[src/sv/gspl_pkg.sv]
// shared types and constants for the grid shortest path block
// no dependencies
package gspl_pkg;

    localparam int GRID_WIDTH_DEF  = 64;
    localparam int GRID_HEIGHT_DEF = 64;

    localparam logic [1:0]  CELL_UNKNOWN = 2'd0;
    localparam logic [1:0]  CELL_WALL    = 2'd1;
    localparam logic [1:0]  CELL_FREE    = 2'd2;
    localparam logic [11:0] LEN_MAX      = 12'd4095;

    typedef enum logic [1:0] {
        ACT_FILL  = 2'd0,
        ACT_WRITE = 2'd1,
        ACT_READ  = 2'd2,
        ACT_QUERY = 2'd3
    } t_action;

    typedef struct packed {
        t_action            action;
        logic signed [7:0]  x_coord;
        logic signed [7:0]  y_coord;
        logic [1:0]         cell_value;
        logic signed [7:0]  goal_x;
        logic signed [7:0]  goal_y;
        logic               allow_unknown;
    } t_in;

    typedef struct packed {
        logic [1:0]  read_value;
        logic        path_found;
        logic [11:0] path_length;
    } t_out;

    typedef enum logic [1:0] {
        RES_ZERO = 2'd0,
        RES_READ = 2'd1,
        RES_SAME = 2'd2,
        RES_HIT  = 2'd3
    } t_res;

    typedef enum logic [3:0] {
        S_INIT, S_IDLE, S_DISP, S_FILL, S_RD, S_CLR, S_SEED, S_POP, S_POPW, S_NB, S_NBW
    } t_state;

    typedef struct packed {
        logic latch;
        logic init;
        logic sweep_clr;
        logic sweep_cell;
        logic sweep_closed;
        logic cell_wr;
        logic cell_rd;
        logic seed;
        logic pop;
        logic load_cur;
        logic nb_issue;
        logic nb_mark;
        logic nb_next;
        logic finish;
        t_res res;
    } t_cmd;

    typedef struct packed {
        t_action action;
        logic    q_ok;
        logic    same;
        logic    sweep_last;
        logic    q_empty;
        logic    nb_off;
        logic    nb_take;
        logic    nb_goal;
        logic    k_last;
    } t_status;

endpackage

[src/sv/gspl_ctrl.sv]
// sequencer for grid access and breadth-first search
// depends on gspl_pkg
module gspl_ctrl (
    input  logic             i_clk,
    input  logic             i_rst_n,
    input  logic             start,
    input  gspl_pkg::t_status i_status,
    output gspl_pkg::t_cmd   o_cmd,
    output logic             busy
);

    gspl_pkg::t_state r_state, n_state;
    gspl_pkg::t_cmd   cmd;

    always_ff @(posedge i_clk) begin
        if (!i_rst_n) begin
            r_state <= gspl_pkg::S_INIT;
        end else begin
            r_state <= n_state;
        end
    end

    always_comb begin
        n_state = r_state;
        cmd     = '0;
        cmd.res = gspl_pkg::RES_ZERO;
        case (r_state)
            gspl_pkg::S_INIT: begin
                cmd.sweep_cell = 1'b1;
                cmd.init       = 1'b1;
                if (i_status.sweep_last) n_state = gspl_pkg::S_IDLE;
            end
            gspl_pkg::S_IDLE: begin
                if (start) begin
                    cmd.latch = 1'b1;
                    n_state   = gspl_pkg::S_DISP;
                end
            end
            gspl_pkg::S_DISP: begin
                case (i_status.action)
                    gspl_pkg::ACT_FILL: begin
                        cmd.sweep_clr = 1'b1;
                        n_state       = gspl_pkg::S_FILL;
                    end
                    gspl_pkg::ACT_WRITE: begin
                        cmd.cell_wr = 1'b1;
                        cmd.finish  = 1'b1;
                        n_state     = gspl_pkg::S_IDLE;
                    end
                    gspl_pkg::ACT_READ: begin
                        cmd.cell_rd = 1'b1;
                        n_state     = gspl_pkg::S_RD;
                    end
                    default: begin
                        if (!i_status.q_ok) begin
                            cmd.finish = 1'b1;
                            n_state    = gspl_pkg::S_IDLE;
                        end else if (i_status.same) begin
                            cmd.finish = 1'b1;
                            cmd.res    = gspl_pkg::RES_SAME;
                            n_state    = gspl_pkg::S_IDLE;
                        end else begin
                            cmd.sweep_clr = 1'b1;
                            n_state       = gspl_pkg::S_CLR;
                        end
                    end
                endcase
            end
            gspl_pkg::S_FILL: begin
                cmd.sweep_cell = 1'b1;
                if (i_status.sweep_last) begin
                    cmd.finish = 1'b1;
                    n_state    = gspl_pkg::S_IDLE;
                end
            end
            gspl_pkg::S_RD: begin
                cmd.finish = 1'b1;
                cmd.res    = gspl_pkg::RES_READ;
                n_state    = gspl_pkg::S_IDLE;
            end
            gspl_pkg::S_CLR: begin
                cmd.sweep_closed = 1'b1;
                if (i_status.sweep_last) n_state = gspl_pkg::S_SEED;
            end
            gspl_pkg::S_SEED: begin
                cmd.seed = 1'b1;
                n_state  = gspl_pkg::S_POP;
            end
            gspl_pkg::S_POP: begin
                if (i_status.q_empty) begin
                    cmd.finish = 1'b1;
                    n_state    = gspl_pkg::S_IDLE;
                end else begin
                    cmd.pop = 1'b1;
                    n_state = gspl_pkg::S_POPW;
                end
            end
            gspl_pkg::S_POPW: begin
                cmd.load_cur = 1'b1;
                n_state      = gspl_pkg::S_NB;
            end
            gspl_pkg::S_NB: begin
                if (i_status.nb_off) begin
                    cmd.nb_next = 1'b1;
                    if (i_status.k_last) n_state = gspl_pkg::S_POP;
                end else begin
                    cmd.nb_issue = 1'b1;
                    n_state      = gspl_pkg::S_NBW;
                end
            end
            gspl_pkg::S_NBW: begin
                cmd.nb_next = 1'b1;
                if (i_status.nb_take) cmd.nb_mark = 1'b1;
                if (i_status.nb_take && i_status.nb_goal) begin
                    cmd.finish = 1'b1;
                    cmd.res    = gspl_pkg::RES_HIT;
                    n_state    = gspl_pkg::S_IDLE;
                end else if (i_status.k_last) begin
                    n_state = gspl_pkg::S_POP;
                end else begin
                    n_state = gspl_pkg::S_NB;
                end
            end
            default: n_state = gspl_pkg::S_IDLE;
        endcase
    end

    assign o_cmd = cmd;
    assign busy  = (r_state != gspl_pkg::S_IDLE);

endmodule

[config.mk]
export PLATFORM = sky130hd
export DESIGN_NAME = gspl_ctrl
export DESIGN_NICKNAME = d
export VERILOG_FILES = /design/src/sv/gspl_pkg.sv /design/src/sv/gspl_ctrl.sv
export SDC_FILE = /design/constraint.sdc
export NUM_CORES = 1
export LEC_CHECK = 0
export ABC_AREA = 1
export BUFFER_PORTS_ARGS = -buffer_cell sky130_fd_sc_hd__buf_2
export CORE_AREA = 2 2 40 42
export CTS_BUF_LIST = sky130_fd_sc_hd__clkbuf_16
export DETAILED_ROUTE_END_ITERATION = 8
export DIE_AREA = 0 0 42 44
export PLACE_DENSITY = 0.74
export REMOVE_ABC_BUFFERS = 1
export SYNTH_ARGS = -nofsm -noshare
export SYNTH_HDL_FRONTEND = slang
export SYNTH_SLANG_ARGS = --single-unit
[constraint.sdc]
create_clock -name i_clk -period 1.47 [get_ports i_clk]
set_input_delay 0.147 -clock i_clk [delete_from_list [all_inputs] [get_ports i_clk]]
set_output_delay 0.147 -clock i_clk [all_outputs]
set_load 0.01 [all_outputs]
* Yosys cells after proc, flatten, opt, wreduce, memory -nomap -nowiden
Index checks and enable logic that the tools add are counted.
Operators by class: muxes and demuxes 44, reductions and logical operators 8, equal/unequal tests 17
Operators with widths (number):
- 4-bit two-way mux | 9
- 4-bit case mux with 9 select lines | 1
- 1-bit two-way mux | 22
- 4-bit by 3-bit equality test with 1-bit output (second input constant) | 4
- 4-bit equality test (second input constant) | 3
- 4-bit case mux with 3 select lines | 1
- 3-bit two-way mux | 3
- 4-bit by 2-bit equality test with 1-bit output (second input constant) | 2
- 2-bit two-way mux | 3
- 1-bit case mux with 2 select lines | 3
- 2-bit case mux with 3 select lines | 1
- 2-bit OR reduction | 3
- 1-bit case mux with 5 select lines | 1
- 4-bit by 1-bit equality test with 1-bit output (second input constant) | 1
- 4-bit zero test | 1
- 2-bit != test (second input constant) | 2
- 4-bit by 1-bit != test with 1-bit output (second input constant) | 1
- 4-bit AND reduction | 1
- 3-bit != test (second input constant) | 1
- 3-bit OR reduction | 1
- 2-bit by 1-bit equality test with 1-bit output (second input constant) | 1
- 2-bit equality test (second input constant) | 1
- 2-bit zero test | 1
- 2-bit by 1-bit != test with 1-bit output (second input constant) | 1
- 1-bit logical AND | 1
Word-level totals: input bits 13, bits in registers 4, word-level logic and storage cells 70, output and inout port bits 17

* Longest topological paths before layout
word-level depth 4, depth in mapped cells 10, mapped depth without buffers 10

* Least setup slack after synthesis
No wires, ideal clock.
path kind register to output, start point register r_state[3], end point output port o_cmd[2] (netlist bit), path slack 131 ps, cell stages (with the launch flop) 9, data required time 1323 ps, arrival 1192 ps, path buffers 0, cell sequence dfxtp_1 > inv_1 > nor2_1 > nand2_2 > nor2_2 > nand2_1 > nand2_2 > inv_1 > o2111ai_1
RTL lines:
- start, declared | RTL line gspl_ctrl.sv:12 | gspl_pkg::t_state r_state, n_state;
- start signal, assigned | RTL line gspl_ctrl.sv:17 | r_state <= gspl_pkg::S_INIT;
- start signal, assigned | RTL line gspl_ctrl.sv:19 | r_state <= n_state;
- end, declared | RTL line gspl_ctrl.sv:8 | output gspl_pkg::t_cmd o_cmd,

==> results.json <==
{
  "combinationalPowerShare_pct": 49.2,
  "die_x_um": 42,
  "worst_pin_slew_ns": 0.205,
  "final_cell_mix": "nand2_1 (32), buf_2 (29), inv_1 (17)",
  "worst-setup-path-type": "flip-flop to output port",
  "top_usage_layer": "met2",
  "seq_area_um2": 87.6,
  "slowest_delay_ns": 0.31,
  "finalWorstSetupSlack_ns": 0.0179,
  "grt_overflow": 0,
  "dp_cells": 160,
  "instances_no_fill": 170,
  "grt_pass1_vias": 811,
  "largest_register_ffs": 4,
  "finalWirelength_um": 1990,
  "drtAntennaViolNets": 0,
  "synth_area_um2": 582,
  "hold_path_depth": 3,
  "ys_seq_area_share_pct": 13.8,
  "syn_area_per_cell_um2": 5.10,
  "final_common_cell": "nand2_1",
  "path_buf_inv": 2,
  "status": "finished, final reports clean",
  "timing.critical_path.fanout_max": 6,
  "vias_per_cell": 5.06,
  "core_area_um2": 1420,
  "multi_input_area_um2": 459,
  "p_sw_share_pct": 40.0,
  "fin_skew_ns": 0.000890,
  "min_to": "r_state[0]",
  "grt_use_met2_pct": 44.1,
  "power_frac_clock_pct": 35.7,
  "cp_top_family": "flip-flops",
  "fill_cells": 124,
  "ir_drop_v": 0.000805,
  "dp_hpwl_um": 1460,
  "place_congestion": 0.907,
  "tritoncts": "done",
  "cts_buffers": 3,
  "power_leakage_nw": 0.571,
  "crit_path_end_kind": "output port",
  "row_count": 14,
  "syn_inst": 114,
  "r2r_start": "r_state[3]",
  "vias": 861,
  "final_nets": 169,
  "worstPathArrival_ns": 1.31,
  "cts_buffer_depth": 2,
  "clkTransAtPathRegs_ns": 0.03,
  "ctsHtreeMaxLevel": 1,
  "slew_viol_final": 0,
  "grt_max_degree": 7,
  "r2r_slack_ns": 0.12,
  "dp_slack_ns": 0.0484,
  "die_h_um": 44,
  "antenna_cells": 0,
  "reg2reg_depth": 10,
  "cp.required_ns": 1.32,
  "drt-initial-drc-count": 11,
  "crit_slowest_cell": "dfxtp_2",
  "hp-start": "i_rst_n",
  "switching_power_uw": 479,
  "layout-drive-gt1-share_pct": 48.1,
  "crit_chain": "buf_4 > nor2_4 > nand2_2 > o2111ai_2 > buf_2",
  "r2r_end": "r_state[0]",
  "met1_usage_pct": 22.8,
  "wl_per_cell_um": 11.7,
  "port-buffer-count": 29,
  "startpoint_type": "flip-flop",
  "fmaxAchievable_mhz": 689,
  "regMostFlops": "r_state",
  "holdCritPathClass": "input pin to flip-flop",
  "hold_violations": 0,
  "ys_ff_latch": 4,
  "powerDensity_nw_per_um2": 1270,
  "synthDistinctLibCells": 15,
  "syn2layout_area_growth_pct": 61.5,
  "setup_viol": 0,
  "power.internal_uw": 717,
  "grtUsageMet3_pct": 1.67,
  "synth_warnings": 0,
  "rsz0062_at_grt": "yes",
  "clockRootBuffer": "clkbuf_16",
  "grt_pass1_wl_um": 3150,
  "pin_count": 30,
  "start_util_pct": 41.0,
  "track_usage_pct": 22.5,
  "period_minus_slack_ns": 1.45,
  "drv_cap": 0,
  "drtPass1Iterations": 4,
  "seq_power_share_pct": 15.2,
  "antenna_found_initial": 0,
  "period_share_pct": 98.8,
  "clock_latency_ns": 0.23,
  "fp.dieArea_um2": 1850,
  "post-route-drc-count": 0,
  "relSlewSlack_pct": 86.2,
  "reg_top3": "r_state (4)",
  "cts.sinks": 4,
  "cts-hold-fix-buffers": 0
}
[power groups by stage]
stage	registers, mW	clock network, mW	logic (mW)
5_1_grt	0.183	0.437	0.654
3_5_place_dp	0.166	0	0.487
2_1_floorplan	0.161	0	0.345
6_report	0.181	0.426	0.588
3_3_place_gp	0.164	0	0.476
4_1_cts	0.172	0.432	0.540
[layout make-up]
type	count	area share, %
clock buffers	3	7.99
inverters	23	9.45
multi-input cells	87	48.9
flip-flops and latches	4	9.32
well taps	16	2.13
repair buffers	37	22.2
[metrics by stage]
step                hold slack [ns]  setup TNS, ns  power, mW  utilization [%]  instance area, um2
floorplan                     0.273              0      0.506                -                 582
global placement              0.388              0      0.640             53.2                 754
detailed placement            0.394              0      0.653             53.2                 754
CTS                           0.152              0       1.14             63.7                 903
global route                  0.179         -0.106       1.27             66.2                 940
finish                        0.152              0       1.20             66.2                 940
[worst reg2reg max path: stages (launching register included)]
cell	delay [ns]
dfxtp_2	0.31
buf_4	0.15
nor2_4	0.18
buf_6	0.15
nand2_2	0.07
nand3_1	0.08
nand2_1	0.06
nand2_2	0.08
nand2_1	0.07
nand2_1	0.06
nor2_1	0.04
[metal layers]
layer,routed length (um),vias to the layer above
li1,-,436
met1,784,389
met2,1050,30
met3,98,6
met4,48,0
met5,0,-
[logic make-up after synthesis]
group	share of synthesized area, %
AO/OA/AOI/OAI	9.89
buffers and inverters	14.8
flip-flops	13.8
AND/OR/NAND/NOR	61.5
[worst max-delay path by stage]
stage,from,end,cells after the start
after CTS,r_state[1],o_cmd[2],9
after floorplan,r_state[3],o_cmd[2],8
after detailed placement,r_state[1],o_cmd[2],9
final,r_state[3],o_cmd[2],5
after global routing,r_state[3],o_cmd[2],5
after global placement,r_state[1],o_cmd[2],9
[Yosys cell counts (all sizes together)]
master   number  share of area [%]
a21oi         4                4.1
dfxtp         4                 14
inv          23                 15
nand2        43                 31
nand3         4                3.4
nand4         4                4.3
nor2         21                 18
nor3          5                4.3
o2111ai       1                1.5
o21ai         5                4.3
[what timing repair did]
action                     in CTS  in global routing
buffers inserted                7                  0
setup endpoints to repair       4                  7
pin swaps                       7                  3
resized for setup              13                 11
(Power assumes the default switching activity.)
